<file path="config.mk">
export PLATFORM = sky130hd
export DESIGN_NAME = signed_int_to_decimal_ascii
export DESIGN_NICKNAME = d
export VERILOG_FILES = /design/src/design/sitoda_pkg.sv /design/src/design/sitoda_dabble_step.sv /design/src/design/signed_int_to_decimal_ascii.sv
export SDC_FILE = /design/constraint.sdc
export NUM_CORES = 1
export LEC_CHECK = 0
export ABC_AREA = 1
export BUFFER_PORTS_ARGS = -buffer_cell sky130_fd_sc_hd__buf_4
export CORE_MARGIN = 2
export CORE_UTILIZATION = 55
export CTS_CLUSTER_DIAMETER = 80
export DETAILED_ROUTE_END_ITERATION = 12
export GPL_TIMING_DRIVEN = 0
export PLACE_DENSITY_LB_ADDON = 0.15
export SLEW_MARGIN = 20
export SYNTH_ARGS = -nofsm -noshare
export SYNTH_HDL_FRONTEND = slang
export SYNTH_HIERARCHICAL = 1
export SYNTH_SLANG_ARGS = --single-unit
export TNS_END_PERCENT = 1
</file>
<file path="constraint.sdc">
create_clock -name aclk -period 3.9 [get_ports aclk]
set_input_delay 0.195 -clock aclk [delete_from_list [all_inputs] [get_ports aclk]]
set_output_delay 0.195 -clock aclk [all_outputs]
set_load 0.02 [all_outputs]
</file>
<file path="src/design/sitoda_pkg.sv">
package sitoda_pkg;

    localparam int DEFAULT_VALUE_BITS = 32;

    localparam int CHAR_BITS = 6;
    localparam int DIGIT_BITS = 4;

    localparam logic [CHAR_BITS-1:0] ASCII_ZERO  = 6'd48;
    localparam logic [CHAR_BITS-1:0] ASCII_MINUS = 6'd45;

    // Sequencer states, one-hot
    typedef enum logic [3:0] {
        ST_IDLE = 4'b0001,
        ST_CONV = 4'b0010,
        ST_SKIP = 4'b0100,
        ST_EMIT = 4'b1000
    } state_t;

endpackage

</file>
<file path="src/design/sitoda_dabble_step.sv">
module sitoda_dabble_step #(
    parameter int VALUE_BITS = sitoda_pkg::DEFAULT_VALUE_BITS,
    parameter int DIGITS     = 10
) (
    input  logic [sitoda_pkg::DIGIT_BITS*DIGITS-1:0] bcd_i,
    input  logic [VALUE_BITS-1:0]                    mag_i,
    output logic [sitoda_pkg::DIGIT_BITS*DIGITS-1:0] bcd_o,
    output logic [VALUE_BITS-1:0]                    mag_o
);
    import sitoda_pkg::*;

    localparam int BCD_BITS = DIGIT_BITS * DIGITS;

    logic [BCD_BITS-1:0] adj;

    // Add 3 to every digit of 5 or more, then shift one magnitude bit in
    always_comb begin
        for (int i = 0; i < DIGITS; i++) begin
            if (bcd_i[i*DIGIT_BITS +: DIGIT_BITS] >= 4'd5) begin
                adj[i*DIGIT_BITS +: DIGIT_BITS] = bcd_i[i*DIGIT_BITS +: DIGIT_BITS] + 4'd3;
            end else begin
                adj[i*DIGIT_BITS +: DIGIT_BITS] = bcd_i[i*DIGIT_BITS +: DIGIT_BITS];
            end
        end
    end

    assign bcd_o = {adj[BCD_BITS-2:0], mag_i[VALUE_BITS-1]};
    assign mag_o = {mag_i[VALUE_BITS-2:0], 1'b0};

endmodule

</file>
<file path="src/design/signed_int_to_decimal_ascii.sv">
// Signed integer to decimal ASCII converter.
// Slave channel: one word per integer; s_tdata carries value (VALUE_BITS wide,
// two's complement), zero-padded to whole bytes. Bits above the field are ignored.
// Master channel: one word per character, most significant first. m_tdata carries
// character ('-' or '0'..'9', 6 bits) padded to 8 bits; m_tlast marks the last
// character of the number. Negative values start with '-'; leading zeros are
// dropped and zero gives a single '0'. The most negative value converts exactly.
// Timing: one value at a time. After acceptance the shared shift-add-3 unit runs
// one magnitude bit per cycle, then leading zero digits are dropped one per cycle,
// then one character per cycle leaves through the output register while the
// receiver is ready; s_tready is high only while the sequencer is idle.
// If the receiver stalls, the output register holds its word and the sequencer
// waits; nothing is lost. Reset (aresetn low, synchronous) drops any value in
// flight and any pending output word and returns to idle.
module signed_int_to_decimal_ascii #(
    parameter int VALUE_BITS = sitoda_pkg::DEFAULT_VALUE_BITS
) (
    input  logic                                 aclk,
    input  logic                                 aresetn,
    input  logic                                 s_tvalid,
    output logic                                 s_tready,
    input  logic [((VALUE_BITS+7)/8)*8-1:0]      s_tdata,  // [VALUE_BITS-1:0] value
    output logic                                 m_tvalid,
    input  logic                                 m_tready,
    output logic [7:0]                           m_tdata,  // [5:0] character
    output logic                                 m_tlast   // last
);
    import sitoda_pkg::*;

    // Decimal digits enough for 2^(VALUE_BITS-1); log10(2) ~ 0.30103
    localparam int DIGITS   = (VALUE_BITS * 30103) / 100000 + 1;
    localparam int BCD_BITS = DIGIT_BITS * DIGITS;
    localparam int CNT_BITS = $clog2(VALUE_BITS);
    localparam int DL_BITS  = $clog2(DIGITS + 1);

    localparam logic [CNT_BITS-1:0] LAST_BIT   = CNT_BITS'(VALUE_BITS - 1);
    localparam logic [DL_BITS-1:0]  ALL_DIGITS = DL_BITS'(DIGITS);
    localparam logic [DL_BITS-1:0]  ONE_DIGIT  = DL_BITS'(1);

    state_t                state_reg, state_next;
    logic [VALUE_BITS-1:0] mag_reg, mag_next;
    logic [BCD_BITS-1:0]   bcd_reg, bcd_next;
    logic [CNT_BITS-1:0]   cnt_reg, cnt_next;
    logic [DL_BITS-1:0]    left_reg, left_next;
    logic                  minus_reg, minus_next;

    logic                  out_valid_reg, out_valid_next;
    logic [CHAR_BITS-1:0]  out_char_reg, out_char_next;
    logic                  out_last_reg, out_last_next;

    logic [BCD_BITS-1:0]   step_bcd;
    logic [VALUE_BITS-1:0] step_mag;
    logic [VALUE_BITS-1:0] in_value;
    logic [DIGIT_BITS-1:0] top_digit;
    logic                  slot_free;

    sitoda_dabble_step #(
        .VALUE_BITS (VALUE_BITS),
        .DIGITS     (DIGITS)
    ) u_step (
        .bcd_i (bcd_reg),
        .mag_i (mag_reg),
        .bcd_o (step_bcd),
        .mag_o (step_mag)
    );

    assign in_value  = s_tdata[VALUE_BITS-1:0];
    assign top_digit = bcd_reg[BCD_BITS-1 -: DIGIT_BITS];
    assign slot_free = !out_valid_reg || m_tready;
    assign s_tready  = (state_reg == ST_IDLE);

    always_comb begin
        state_next     = state_reg;
        mag_next       = mag_reg;
        bcd_next       = bcd_reg;
        cnt_next       = cnt_reg;
        left_next      = left_reg;
        minus_next     = minus_reg;
        out_char_next  = out_char_reg;
        out_last_next  = out_last_reg;
        out_valid_next = out_valid_reg && !m_tready;

        case (state_reg)
            ST_IDLE: begin
                if (s_tvalid) begin
                    // Magnitude fits in VALUE_BITS unsigned, even for the most negative
                    minus_next = in_value[VALUE_BITS-1];
                    mag_next   = in_value[VALUE_BITS-1] ? (~in_value + 1'b1) : in_value;
                    bcd_next   = '0;
                    cnt_next   = '0;
                    state_next = ST_CONV;
                end
            end
            ST_CONV: begin
                // Advance one magnitude bit through the shift-add-3 unit
                bcd_next = step_bcd;
                mag_next = step_mag;
                cnt_next = cnt_reg + 1'b1;
                if (cnt_reg == LAST_BIT) begin
                    left_next  = ALL_DIGITS;
                    state_next = ST_SKIP;
                end
            end
            ST_SKIP: begin
                // Drop leading zeros, keep at least one digit
                if (top_digit == '0 && left_reg != ONE_DIGIT) begin
                    bcd_next  = {bcd_reg[BCD_BITS-DIGIT_BITS-1:0], {DIGIT_BITS{1'b0}}};
                    left_next = left_reg - 1'b1;
                end else begin
                    state_next = ST_EMIT;
                end
            end
            ST_EMIT: begin
                if (slot_free) begin
                    out_valid_next = 1'b1;
                    if (minus_reg) begin
                        out_char_next = ASCII_MINUS;
                        out_last_next = 1'b0;
                        minus_next    = 1'b0;
                    end else begin
                        out_char_next = ASCII_ZERO + CHAR_BITS'(top_digit);
                        out_last_next = (left_reg == ONE_DIGIT);
                        bcd_next  = {bcd_reg[BCD_BITS-DIGIT_BITS-1:0], {DIGIT_BITS{1'b0}}};
                        left_next = left_reg - 1'b1;
                        if (left_reg == ONE_DIGIT) begin
                            state_next = ST_IDLE;
                        end
                    end
                end
            end
            default: begin
                state_next = ST_IDLE;
            end
        endcase
    end

    always_ff @(posedge aclk) begin
        if (!aresetn) begin
            state_reg     <= ST_IDLE;
            out_valid_reg <= 1'b0;
            minus_reg     <= 1'b0;
        end else begin
            state_reg     <= state_next;
            out_valid_reg <= out_valid_next;
            minus_reg     <= minus_next;
        end
    end

    always_ff @(posedge aclk) begin
        mag_reg      <= mag_next;
        bcd_reg      <= bcd_next;
        cnt_reg      <= cnt_next;
        left_reg     <= left_next;
        out_char_reg <= out_char_next;
        out_last_reg <= out_last_next;
    end

    assign m_tvalid = out_valid_reg;
    assign m_tdata  = {2'b00, out_char_reg};
    assign m_tlast  = out_last_reg;

endmodule

</file>
==> reports/results.env, run 1 <==
STATUS='complete, no violations'
LAYOUT_SETUP_WS_NS=1.40
FINAL_MAX_SLEW_VIOL_COUNT=0
ROUTE.VIAS.TOTAL=5377
CLK_TRANSITION_REPORTED_PATHS_NS=0.06
VDD_IR_DROP_MAX_mV=0.357
SYNTH_TOP_CELLS_BY_AREA='sky130_fd_sc_hd__edfxtp_1 41%, sky130_fd_sc_hd__nand2_1 12%, sky130_fd_sc_hd__inv_1 5.6%'
AREA_GROWTH_SYN_TO_LAYOUT_PCT=14.0
SETUP_TOTAL_NEGATIVE_SLACK_NS=0
FIRSTDRTPASSITERS=6
BOUNDARYPINS=47
SYNTH-ADDER-AREA-SHARE_PCT=4.94
POST-ROUTE-MIN-PERIOD_NS=2.50
QUANTITY_OF_HOLD_FIXING_BUFFERS_ADDED_AFTER_CTS=0
FIN_SKEW_NS=0.0111
NETSWITCHINGPOWER_mW=1.70
MAXCAPVIOLCOUNT=0
SEQUENTIAL_AREA_SHARE_AFTER_SYNTHESIS_PCT=43.2
CPMOSTUSEDCELL='sky130_fd_sc_hd__buf_8'
TIMING.CRITICAL_PATH.CELLS='ha_1 -> nand2_1 -> nand4_1 -> inv_1 -> o22ai_1 -> nor3_4 -> buf_8 -> buf_8'
POSTLAYOUTCELLAREA_UM2=7210
CLOCK_TREE.HTREE_LEVEL_COUNT=3
TIMING.FMAX_GHz=0.401
NUMBER_OF_ENABLE_TYPE_REGISTER_CELLS_IN_THE_SYNTHESIZED_NETLIST=87
GROUTE.LAYER.MET3.USAGE_PCT=5.30
WL_PER_CELL_UM=14.5
PRE_CTS_WS_NS=1.44
GRT_PASS1_WL_MM=23.9
P_COMB_SHARE_PCT=38.6
POST-ROUTE-PERIOD-UTIL_PCT=64.0
AVGVIACOUNTPERCELL=5.44
POST_SYN_AREA_PER_CELL_UM2=8.09
REQUIRED_NS=3.95
GRT_MAX_DEGREE=33
CTS_BUFFER_DEPTH=2
SYNTH-XOR-AREA-SHARE_PCT=1.25
MIN-DELAY-PATH-CLASS='in2reg'
MAX-SLEW-MARGIN-REL_PCT=50.0
PATH_MAX_FANOUT=15
WORSTMARGINPINSLEW_NS=0.747
STATIC_LEAKAGE_nW=3.32
CTSROOTBUFFERMASTER='sky130_fd_sc_hd__clkbuf_16'
DIE_W_UM=111
FINALSETUPVIOLCOUNT=0
NETLIST.TOP_CELL.BY_AREA='sky130_fd_sc_hd__edfxtp_1'
INSERTEDDIODECOUNT=0
NUM_ROWS=39
DRC=0
DP_HPWL_MM=10.5
SYNTH-SEQ-CELLS=93
WORSTSETUPSTARTPOINTTYPE='flip-flop'
NUMBER_OF_ANTENNA_VIOLATIONS_AT_THE_FIRST_CHECK_IN_GLOBAL_ROUTING=0
GRT_REMAINING_OVERFLOW=0
LARGEST_FAMILY_OF_LOGIC_CELLS_BY_SYNTHESIZED_AREA='simple AND/OR/NAND/NOR gates'
FINALWEIGHTEDCONGESTION=0.889
COUNT_OF_CELLS_RESIZED_BY_POST_CTS_REPAIR=0
GRT.TOTAL_USAGE_PCT=23.8
PLACED_CELL_AREA_UM2=6900
PORT_BUFFERS=43
POST-CTS-SETUP-BUFFERS=0
CTS_TREE='built'
SYNTH_SIMPLE_GATE_AREA_SHARE_PCT=25.4
SYNTH_FLOP_CELL='sky130_fd_sc_hd__edfxtp_1'
GLOBALROUTE.BUSIESTLAYER='met2'
DETAIL_ROUTE.WIRELENGTH_MM=14.3
WORST_EP_ARRIVAL_TIME_NS=2.55
SYNTHMUXAREASHARE_PCT=0
CRIT_SLOWEST_CELL='sky130_fd_sc_hd__nor3_4'
POWER.CLOCK.FRACTION_PCT=21.1
CRITICAL_PATH.N_BUFFERS_INVERTERS=3
FIRST_GLOBAL_VIAS=5277
INSERTION_DELAY_NS=0.35
WORSTSETUPENDPOINTTYPE='flip-flop'
TOTAL_DIE_AREA_UM2=12400
NUMBER_OF_SYNTHESIS_WARNINGS=6
GRT.MET2_USAGE_PCT=40.8
POWER_DENSITY_NORMALIZED_TO_CELL_AREA_nW_PER_UM2=618
DRT_ITER0_MARKERS=368
CTS.SINK_COUNT=93
SHARE_SEQ_OF_TOTAL_POWER_PCT=40.2
RSZ_0062_RAISED_AFTER_GLOBAL_ROUTING='no'
TIMING.CRITICAL_PATH.MAX_DELAY_FAMILY='simple AND/OR/NAND/NOR gates'
ANT_NETS=0
SYNTH_TOP_CELL_AREA_SHARE_PCT=41.3
MET1_TRACK_DEMAND_OVER_RESOURCE_IN_GLOBAL_ROUTING_PCT=29.4
FLOORPLAN.INITIALDENSITY_PCT=55.9
INTERNAL-POWER_mW=2.76
REG2REG_SETUP_SLACK_NS=1.40
TIMING.CRITICAL_PATH.SLOWEST_CELL_DELAY_NS=0.60
SYNTH_CELL_TYPE_COUNT=38
TIMING_WORST_SETUP_PATH_TYPE='reg2reg'
CTS_INSERTED_BUFFERS=9
DIE_HEIGHT_UM=111
SYNTH_AREA_UM2=6330
NETLIST_INSTANCES=782
LAYOUT-DRIVE-GT1-SHARE_PCT=17.5
FRACTION_OF_REGISTERS_WITH_ASYNC_SET_OR_RESET_AFTER_SYNTHESIS_PCT=0
SW_SHARE_PCT=38.1
FLOORPLAN.CORE_AREA_UM2=11300
FIN_NETS=901
SYNTH-COMPOUND-AREA-SHARE_PCT=13.1
FINALHOLDVIOLATIONS=0
LARGEST_REGISTER_FFS=40
-- power by group through the flow --
| stage | Combinational [mW] | Clock, mW | Sequential (mW) |
|---|---|---|---|
| global placement | 1.53 | 0 | 1.82 |
| floorplan | 1.27 | 0 | 1.75 |
| global route | 1.94 | 1.00 | 1.84 |
| CTS | 1.71 | 0.965 | 1.79 |
| detailed placement | 1.69 | 0 | 1.81 |
| finish | 1.72 | 0.943 | 1.80 |
-- kinds of logic (layout without fill, tap and decap cells) --
group | Yosys count | count (layout)
simple gates | 372 | 372
buf+inv | 155 | 217
compound gates | 125 | 125
flops | 93 | 93
fa+ha+maj | 25 | 25
xor+xnor | 9 | 9
other cells | 3 | 4
-- metrics by stage --
step / power, mW / utilization, % / hold WS [ns] / std cells
2_1_floorplan: 3.02 / - / 0.334 / 783
3_3_place_gp: 3.35 / 60.4 / 0.449 / 969
3_5_place_dp: 3.50 / 60.9 / 0.476 / 972
4_1_cts: 4.47 / 63.7 / 0.100 / 988
5_1_grt: 4.78 / 63.7 / 0.131 / 988
6_report: 4.46 / 63.7 / 0.107 / 988
-- cells in the final DEF, fill, tap and decap left out, types with 3 or more instances in the layout --
cell                          n
sky130_fd_sc_hd__nand2_1    201
sky130_fd_sc_hd__inv_1       95
sky130_fd_sc_hd__edfxtp_1    87
sky130_fd_sc_hd__buf_4       83
sky130_fd_sc_hd__nor2_1      69
sky130_fd_sc_hd__nand3_1     67
sky130_fd_sc_hd__o21ai_0     42
sky130_fd_sc_hd__a22o_1      36
sky130_fd_sc_hd__ha_1        25
sky130_fd_sc_hd__a21oi_1     21
sky130_fd_sc_hd__buf_2        9
sky130_fd_sc_hd__clkbuf_16    9
sky130_fd_sc_hd__o21ai_2      9
sky130_fd_sc_hd__xor2_1       8
sky130_fd_sc_hd__clkbuf_1     6
sky130_fd_sc_hd__dfxtp_1      6
sky130_fd_sc_hd__nor2_2       5
sky130_fd_sc_hd__inv_2        5
sky130_fd_sc_hd__nand2_2      5
sky130_fd_sc_hd__nand4_1      5
sky130_fd_sc_hd__o21ai_1      4
sky130_fd_sc_hd__conb_1       4
sky130_fd_sc_hd__nor2_4       4
sky130_fd_sc_hd__o211ai_1     3
sky130_fd_sc_hd__nor3b_1      3
sky130_fd_sc_hd__or2_2        3
-- per-layer routing --
layer	vias to the layer above	routed length, µm
met5	-	0
met4	0	297
met3	34	664
met2	164	6990
met1	2497	6330
li1	2682	-
-- worst reg2reg max path, delay by kind of cell (launching register included) --
kind	cells	cell delay [ns]
buf+inv	3	0.57
simple gates	3	0.89
fa+ha+maj	1	0.21
compound gates	1	0.12
flops	1	0.42
-- worst paths after layout --
kind | startpoint | end | depth (start not counted)
worst max-delay path | left_reg[0] | bcd_reg[12] | 8
worst min-delay path | aresetn | state_reg[3] | 3
worst max register to register | left_reg[0] | bcd_reg[12] | 8
worst min register to register | m_tvalid | m_tvalid | 2
-- cells in the mapped netlist (6+ instances only) --
library cell and instances:
sky130_fd_sc_hd__nand2_1 202, sky130_fd_sc_hd__inv_1 95, sky130_fd_sc_hd__edfxtp_1 87, sky130_fd_sc_hd__nor2_1 69
sky130_fd_sc_hd__nand3_1 67, sky130_fd_sc_hd__o21ai_0 42, sky130_fd_sc_hd__buf_4 40, sky130_fd_sc_hd__a22o_1 36
sky130_fd_sc_hd__ha_1 25, sky130_fd_sc_hd__a21oi_1 21, sky130_fd_sc_hd__buf_2 9, sky130_fd_sc_hd__o21ai_2 9
sky130_fd_sc_hd__xor2_1 8, sky130_fd_sc_hd__dfxtp_1 6
-- area by class of cell --
class                           instances  area (µm²)
Fill cell                             999        4110
Multi-Input combinational cell        535        2850
Sequential cell                        93        2730
Buffer                                 55         383
Inverter                              100         375
Timing Repair Buffer                   46         373
Clock buffer                           12         246
Tap cell                              143         179
Clock inverter                          4        72.6
Power figures use the tool's default switching activity.
==> run 2, diff against run 1 <==
--- a/config.mk
+++ b/config.mk
@@ -5,7 +5,7 @@
 export SDC_FILE = /design/constraint.sdc
 export NUM_CORES = 1
 export LEC_CHECK = 0
-export ABC_AREA = 1
+export ABC_AREA = 0
 export BUFFER_PORTS_ARGS = -buffer_cell sky130_fd_sc_hd__buf_4
 export CORE_MARGIN = 2
 export CORE_UTILIZATION = 55
==> constraint.sdc (replaced) <==
create_clock -name aclk -period 2.2 [get_ports aclk]
set_input_delay 0.11 -clock aclk [delete_from_list [all_inputs] [get_ports aclk]]
set_output_delay 0.11 -clock aclk [all_outputs]
set_load 0.02 [all_outputs]
==> reports/results.env, run 2 <==
INSERTION_DELAY_NS=0.37  # was 0.35 ns
TIMING.FMAX_GHz=0.460  # was 0.401 GHz
WORSTSETUPENDPOINTTYPE='flip-flop'  # unchanged
CLK_TRANSITION_REPORTED_PATHS_NS=0.09  # was 0.06 ns
NUMBER_OF_ANTENNA_VIOLATIONS_AT_THE_FIRST_CHECK_IN_GLOBAL_ROUTING=0  # unchanged
WL_PER_CELL_UM=15.7  # was 14.5 µm
FIRST_GLOBAL_VIAS=4313  # was 5277
SYNTH-SEQ-CELLS=93  # unchanged
DRC=0  # unchanged
GRT_MAX_DEGREE=38  # was 33
FIN_SKEW_NS=0.0113  # was 0.0111 ns
FIRSTDRTPASSITERS=4  # was 6
WORSTSETUPSTARTPOINTTYPE='flip-flop'  # unchanged
NUMBER_OF_ENABLE_TYPE_REGISTER_CELLS_IN_THE_SYNTHESIZED_NETLIST=87  # unchanged
SYNTH_FLOP_CELL='sky130_fd_sc_hd__edfxtp_1'  # unchanged
FINALSETUPVIOLCOUNT=0  # unchanged
PATH_MAX_FANOUT=16  # was 15
AREA_GROWTH_SYN_TO_LAYOUT_PCT=14.6  # was 14.0%
NUMBER_OF_SYNTHESIS_WARNINGS=6  # unchanged
CTSROOTBUFFERMASTER='sky130_fd_sc_hd__clkbuf_8'  # was sky130_fd_sc_hd__clkbuf_16
SYNTH_CELL_TYPE_COUNT=50  # was 38
CTS_TREE='built'  # unchanged
SEQUENTIAL_AREA_SHARE_AFTER_SYNTHESIS_PCT=46.4  # was 43.2%
TIMING_WORST_SETUP_PATH_TYPE='reg2reg'  # unchanged
SYNTH_MOST_COMMON_CELL='sky130_fd_sc_hd__edfxtp_1'  # was sky130_fd_sc_hd__nand2_1
GRT.TOTAL_USAGE_PCT=22.3  # was 23.8%
GRT_REMAINING_OVERFLOW=0  # unchanged
MIN-DELAY-PATH-CLASS='in2reg'  # unchanged
FINALHOLDVIOLATIONS=0  # unchanged
CTS_INSERTED_BUFFERS=9  # unchanged
LAYOUT_SETUP_WS_NS=0.0242  # was 1.40 ns
SYNTH_TOP_CELL_AREA_SHARE_PCT=44.4  # was 41.3%
LAYOUT-DRIVE-GT1-SHARE_PCT=20.6  # was 17.5%
CTS.SINK_COUNT=93  # unchanged
MAXCAPVIOLCOUNT=0  # unchanged
FLOORPLAN.CORE_AREA_UM2=10400  # was 11300 µm²
RSZ_0062_RAISED_AFTER_GLOBAL_ROUTING='yes'  # was no
GRT_PASS1_WL_MM=20.4  # was 23.9 mm
PORT_BUFFERS=43  # unchanged
TOTAL_DIE_AREA_UM2=11600  # was 12400 µm²
LAYOUT.CELLS.MOST_COMMON='sky130_fd_sc_hd__edfxtp_1'  # was sky130_fd_sc_hd__nand2_1
FRACTION_OF_REGISTERS_WITH_ASYNC_SET_OR_RESET_AFTER_SYNTHESIS_PCT=0  # unchanged
FINAL_MAX_SLEW_VIOL_COUNT=0  # unchanged
NETLIST_INSTANCES=587  # was 782
CLOCK_TREE.HTREE_LEVEL_COUNT=3  # unchanged
STATIC_LEAKAGE_nW=2.69  # was 3.32 nW
VDD_IR_DROP_MAX_mV=0.319  # was 0.357 mV
LAYOUT_COMMON_CELLS='87 x sky130_fd_sc_hd__edfxtp_1, 80 x sky130_fd_sc_hd__buf_4, 73 x sky130_fd_sc_hd__nand2_1, 43 x sky130_fd_sc_hd__nor2_1, 36 x sky130_fd_sc_hd__a22o_1'  # was 201 x sky130_fd_sc_hd__nand2_1, 95 x sky130_fd_sc_hd__inv_1, 87 x sky130_fd_sc_hd__edfxtp_1, 83 x sky130_fd_sc_hd__buf_4, 69 x sky130_fd_sc_hd__nor2_1
DP_HPWL_MM=8.80  # was 10.5 mm
WORST_EP_ARRIVAL_TIME_NS=2.31  # was 2.55 ns
CTS_BUFFER_DEPTH=2  # unchanged
BOUNDARYPINS=47  # unchanged
HOLDWS_NS=0.0338  # was 0.107 ns
REQUIRED_NS=2.33  # was 3.95 ns
DIE_HEIGHT_UM=107  # was 111 µm
ROUTE.VIAS.TOTAL=4391  # was 5377
STATUS='complete, no violations'  # unchanged
POWER_DENSITY_NORMALIZED_TO_CELL_AREA_nW_PER_UM2=721  # was 618 nW/µm²
FINALWEIGHTEDCONGESTION=0.873  # was 0.889
FIN_NETS=708  # was 901
POSTLAYOUTCELLAREA_UM2=6750  # was 7210 µm²
WORSTMARGINPINSLEW_NS=0.783  # was 0.747 ns
DRT_ITER0_MARKERS=221  # was 368
FINAL_UTIL_PCT=65.1  # was 63.7%
INSERTEDDIODECOUNT=0  # unchanged
PLACED_CELL_COUNT=769  # was 972
POST-ROUTE-MIN-PERIOD_NS=2.18  # was 2.50 ns
DETAIL_ROUTE.WIRELENGTH_MM=12.3  # was 14.3 mm
AVGVIACOUNTPERCELL=5.57  # was 5.44
PRE_CTS_WS_NS=-0.821  # was 1.44 ns
NETLIST.TOP_CELL.BY_AREA='sky130_fd_sc_hd__edfxtp_1'  # unchanged
FINALNONFILLERCELLS=788  # was 988
LARGEST_REGISTER_FFS=40  # unchanged
ANT_NETS=0  # unchanged
POST_SYN_AREA_PER_CELL_UM2=10.0  # was 8.09 µm²
SYNTH_TOP_CELLS_BY_AREA='sky130_fd_sc_hd__edfxtp_1 44%, sky130_fd_sc_hd__a22o_1 5.4%, sky130_fd_sc_hd__ha_1 5.3%'  # was sky130_fd_sc_hd__edfxtp_1 41%, sky130_fd_sc_hd__nand2_1 12%, sky130_fd_sc_hd__inv_1 5.6%
DIE_W_UM=107  # was 111 µm
MAX-SLEW-MARGIN-REL_PCT=47.8  # was 50.0%
FLOORPLAN.INITIALDENSITY_PCT=56.8  # was 55.9%
PLACED_CELL_AREA_UM2=6480  # was 6900 µm²
SYNTH_AREA_UM2=5890  # was 6330 µm²
SYNTH_COMMONEST_CELLS='87 x sky130_fd_sc_hd__edfxtp_1, 75 x sky130_fd_sc_hd__nand2_1, 43 x sky130_fd_sc_hd__nor2_1'  # was 202 x sky130_fd_sc_hd__nand2_1, 95 x sky130_fd_sc_hd__inv_1, 87 x sky130_fd_sc_hd__edfxtp_1
POST-ROUTE-PERIOD-UTIL_PCT=98.9  # was 64.0%
NUM_ROWS=37  # was 39
## run 2: report_power, final
part / internal, mW / leakage (nW) / switching (mW)
registers: 2.25 / 0.892 / 0.206
logic: 0.593 / 1.71 / 0.678
clock network: 0.545 / 0.0961 / 0.589
total: 3.39 / 2.69 / 1.47
## run 2: cell families after synthesis
group	count (synthesis)	synth area share [%]
AND/OR/NAND/NOR	196	16.1
XOR/XNOR	40	5.95
flip-flops	93	46.4
other	3	0.191
adder cells (fa/ha/maj)	25	5.31
AO/OA/AOI/OAI	132	16.0
multiplexers	14	2.38
buffers and inverters	84	7.65
## run 2: worst max-delay path: stages, from the launching register on
cell,delay [ns]
sky130_fd_sc_hd__edfxtp_1,0.39
sky130_fd_sc_hd__inv_1,0.10
sky130_fd_sc_hd__ha_2,0.16
sky130_fd_sc_hd__or3b_2,0.46
sky130_fd_sc_hd__and2_4,0.16
sky130_fd_sc_hd__o22ai_2,0.24
sky130_fd_sc_hd__nor3_4,0.09
sky130_fd_sc_hd__buf_8,0.16
sky130_fd_sc_hd__buf_8,0.16
## run 2: stage by stage
| step | TNS [ns] | power [mW] |
|---|---|---|
| 3_3_place_gp | -65.15 | 3.65 |
| 6_report | 0 | 4.87 |
| 3_5_place_dp | -40.58 | 3.74 |
| 5_1_grt | -0.696 | 5.12 |
| 2_1_floorplan | -17.51 | 3.38 |
| 4_1_cts | 0 | 4.87 |
## run 2: area by class of cell
cell class                 instances  area, µm²
sequential                        93       2730
inverter                          28        108
fill                             816       3620
timing repair buffer              47        370
clock buffer                      16        191
buffer                            56        374
tap                              136        170
multi-input combinational        412       2810
## run 2: layer usage
metal  global-route usage [%]  routed length (µm)
met3                     3.45                 482
met5                        0                   0
met2                     38.9                6240
met1                     28.6                5450
met4                     6.96                 160
## run 2: final timing paths
| kind | cells after the start | startpoint | slack [ns] | endpoint |
|---|---|---|---|---|
| setup / recovery | 8 | left_reg[1] | 0.02 | bcd_reg[4] |
| hold / removal | 2 | s_tvalid | 0.03 | state_reg[0] |
| hold reg to reg | 2 | m_tvalid | 0.53 | m_tvalid |
| setup reg to reg | 8 | left_reg[1] | 0.02 | bcd_reg[4] |
## run 2: what timing repair did
action / in CTS / in global routing
cloned: 0 / 1
endpoints found under the hold margin: 2 / 0
setup buffers: 1 / 0
endpoints found under the setup margin: 88 / 55
hold buffers: 1 / 0
pin swaps: 1 / 1
gates resized for setup: 9 / 2
==> run 3, diff against run 2 <==
--- a/config.mk
+++ b/config.mk
@@ -7,6 +7,7 @@
 export LEC_CHECK = 0
 export ABC_AREA = 0
 export BUFFER_PORTS_ARGS = -buffer_cell sky130_fd_sc_hd__buf_4
+export CORE_ASPECT_RATIO = 1.2
 export CORE_MARGIN = 2
 export CORE_UTILIZATION = 55
 export CTS_CLUSTER_DIAMETER = 80
==> reports/results.env, run 3 (same netlist as run 2, synthesis figures left out) <==
FINALNONFILLERCELLS=780  # was 788
POWER_DENSITY_NORMALIZED_TO_CELL_AREA_nW_PER_UM2=780  # was 721 nW/µm²
MIN-DELAY-PATH-CLASS='in2reg'  # unchanged
LAYOUT_COMMON_CELLS='87 x sky130_fd_sc_hd__edfxtp_1, 80 x sky130_fd_sc_hd__buf_4, 73 x sky130_fd_sc_hd__nand2_1, 43 x sky130_fd_sc_hd__nor2_1, 36 x sky130_fd_sc_hd__a22o_1'  # unchanged
TOTAL_DIE_AREA_UM2=11600  # about the same
CTS_BUFFER_DEPTH=2  # unchanged
CTS_INSERTED_BUFFERS=9  # unchanged
TIMING.FMAX_GHz=0.465  # was 0.460 GHz
DRC=0  # unchanged
INTERNAL-POWER_mW=3.83  # was 3.39 mW
WORSTSETUPENDPOINTTYPE='flip-flop'  # unchanged
NUMBER_OF_ANTENNA_VIOLATIONS_AT_THE_FIRST_CHECK_IN_GLOBAL_ROUTING=0  # unchanged
GRT.TOTAL_USAGE_PCT=21.5  # was 22.3%
PLACED_CELL_COUNT=762  # was 769
FIN_NETS=707  # was 708
FIN_SKEW_NS=0.00754  # was 0.0113 ns
POST-ROUTE-MIN-PERIOD_NS=2.15  # was 2.18 ns
CRIT_SLOWEST_CELL='sky130_fd_sc_hd__or3b_2'  # unchanged
BOUNDARYPINS=47  # unchanged
DIE_HEIGHT_UM=117  # was 107 µm
LAYOUT-DRIVE-GT1-SHARE_PCT=21.4  # was 20.6%
CTS.SINK_COUNT=93  # unchanged
LARGEST_REGISTER_FFS=40  # unchanged
SHARE_SEQ_OF_TOTAL_POWER_PCT=46.0  # was 50.6%
WORSTSETUPSTARTPOINTTYPE='flip-flop'  # unchanged
PATH_MAX_FANOUT=17  # was 16
WORST_EP_ARRIVAL_TIME_NS=2.25  # was 2.31 ns
MAX-SLEW-MARGIN-REL_PCT=53.1  # was 47.8%
STATIC_LEAKAGE_nW=2.76  # was 2.69 nW
TIMING.CRITICAL_PATH.CELLS='inv_2 -> ha_2 -> or3b_2 -> and2_4 -> o22ai_4 -> nor3_4 -> buf_16 -> buf_12'  # was inv_1 -> ha_2 -> or3b_2 -> and2_4 -> o22ai_2 -> nor3_4 -> buf_8 -> buf_8
ANT_NETS=0  # unchanged
WL_PER_CELL_UM=15.7  # about the same
TIMING_WORST_SETUP_PATH_TYPE='reg2reg'  # unchanged
CTSROOTBUFFERMASTER='sky130_fd_sc_hd__clkbuf_16'  # was sky130_fd_sc_hd__clkbuf_8
VDD_IR_DROP_MAX_mV=0.461  # was 0.319 mV
LAYOUT.CELLS.MOST_COMMON='sky130_fd_sc_hd__edfxtp_1'  # unchanged
ROUTE.VIAS.TOTAL=4425  # was 4391
STATUS='complete, no violations'  # unchanged
GRT_REMAINING_OVERFLOW=0  # unchanged
P_COMB_SHARE_PCT=24.0  # was 26.1%
RSZ_0062_RAISED_AFTER_GLOBAL_ROUTING='yes'  # unchanged
PRE_CTS_WS_NS=-0.843  # was -0.821 ns
FINALSETUPVIOLCOUNT=0  # unchanged
FLOORPLAN.INITIALDENSITY_PCT=56.3  # was 56.8%
LAYOUT_SETUP_WS_NS=0.0474  # was 0.0242 ns
AREA_GROWTH_SYN_TO_LAYOUT_PCT=16.6  # was 14.6%
FLOORPLAN.CORE_AREA_UM2=10500  # was 10400 µm²
CLOCK_TREE.HTREE_LEVEL_COUNT=3  # unchanged
FIRSTDRTPASSITERS=4  # unchanged
FIRST_GLOBAL_VIAS=4381  # was 4313
CTS_TREE='built'  # unchanged
INSERTION_DELAY_NS=0.34  # was 0.37 ns
GRT_PASS1_WL_MM=20.2  # was 20.4 mm
SW_SHARE_PCT=28.6  # was 30.3%
GRT_MAX_DEGREE=38  # unchanged
NETSWITCHINGPOWER_mW=1.53  # was 1.47 mW
CLK_TRANSITION_REPORTED_PATHS_NS=0.06  # was 0.09 ns
MAXCAPVIOLCOUNT=0  # unchanged
DETAIL_ROUTE.WIRELENGTH_MM=12.3  # about the same
DP_HPWL_MM=8.94  # was 8.80 mm
PORT_BUFFERS=43  # unchanged
FINALWEIGHTEDCONGESTION=0.797  # was 0.873
REQUIRED_NS=2.30  # was 2.33 ns
TIMING.CRITICAL_PATH.SLOWEST_CELL_DELAY_NS=0.48  # was 0.46 ns
INSERTEDDIODECOUNT=0  # unchanged
DRT_ITER0_MARKERS=221  # unchanged
POST-ROUTE-PERIOD-UTIL_PCT=97.8  # was 98.9%
DIE_W_UM=98.5  # was 107 µm
AVGVIACOUNTPERCELL=5.67  # was 5.57
WORSTMARGINPINSLEW_NS=0.704  # was 0.783 ns
FINAL_MAX_SLEW_VIOL_COUNT=0  # unchanged
NUM_ROWS=41  # was 37
POWER.CLOCK.FRACTION_PCT=30.0  # was 23.3%
FINALHOLDVIOLATIONS=0  # unchanged
==> run 3: cell types whose count changed in the layout (fill, tap and decap cells not counted), sizes merged <==
cell,delta
clkbuf,-2
clkinv,+2
nand2,-1
==> run 3: final timing paths <==
kind,start,to,slack [ns],cells past startpoint
worst min register to register,m_tvalid,m_tvalid,0.53,2
worst max register to register,left_reg[1],bcd_reg[6],0.05,8
worst min-delay path,s_tvalid,state_reg[0],0.06,2
worst max-delay path,left_reg[1],bcd_reg[6],0.05,8
==> run 3: area by class of cell <==
cell class / instances / area [µm²]
fill: 869 / 3600
multi-input combinational: 411 / 2790
sequential: 93 / 2730
timing repair buffer: 47 / 388
buffer: 56 / 375
clock buffer: 14 / 307
tap: 129 / 161
inverter: 28 / 108
clock inverter: 2 / 10.0
==> run 3: metrics by stage <==
step	utilization, %	TNS (ns)	hold slack [ns]	cell area, µm²	power [mW]
5_1_grt	65.6	-0.630	0.0881	6870	5.64
4_1_cts	65.4	-0.0675	0.0519	6850	5.38
6_report	65.6	0	0.0602	6870	5.36
3_5_place_dp	62.0	-38.37	0.348	6480	3.76
3_3_place_gp	61.5	-63.68	0.344	6440	3.65
2_1_floorplan	-	-17.51	0.189	5960	3.38
==> run 3: repair_timing <==
| action | 4_1_cts | 5_1_grt |
|---|---|---|
| resized for setup | 8 | 6 |
| pin swaps | 1 | 0 |
| endpoints found under the hold margin | 1 | 0 |
| setup buffers | 1 | 0 |
| hold buffers | 1 | 0 |
| endpoints found under the setup margin | 81 | 58 |
==> run 3: worst max-delay path: cells and delay by family (launching register included) <==
kind                       cells  cell delay, ns
and+or+nand+nor                3            0.74
DFF                            1            0.40
AOI/OAI and AO/OA              1            0.20
adders and majority gates      1            0.16
buffers and inverters          3            0.40
==> run 3: power by group through the flow <==
stage	registers (mW)	clock network (mW)	logic, mW
floorplan	2.44	0	0.935
global placement	2.50	0	1.15
detailed placement	2.50	0	1.26
CTS	2.47	1.64	1.28
global route	2.50	1.70	1.43
finish	2.46	1.61	1.29
==> run 3: metal layers <==
metal	up-vias	track usage (%)	share of wire, %
met5	-	0	0
met4	0	8.48	1.5
met3	13	3.28	4.2
met2	110	37.8	54
met1	2116	26.3	41
li1	2186	-	-
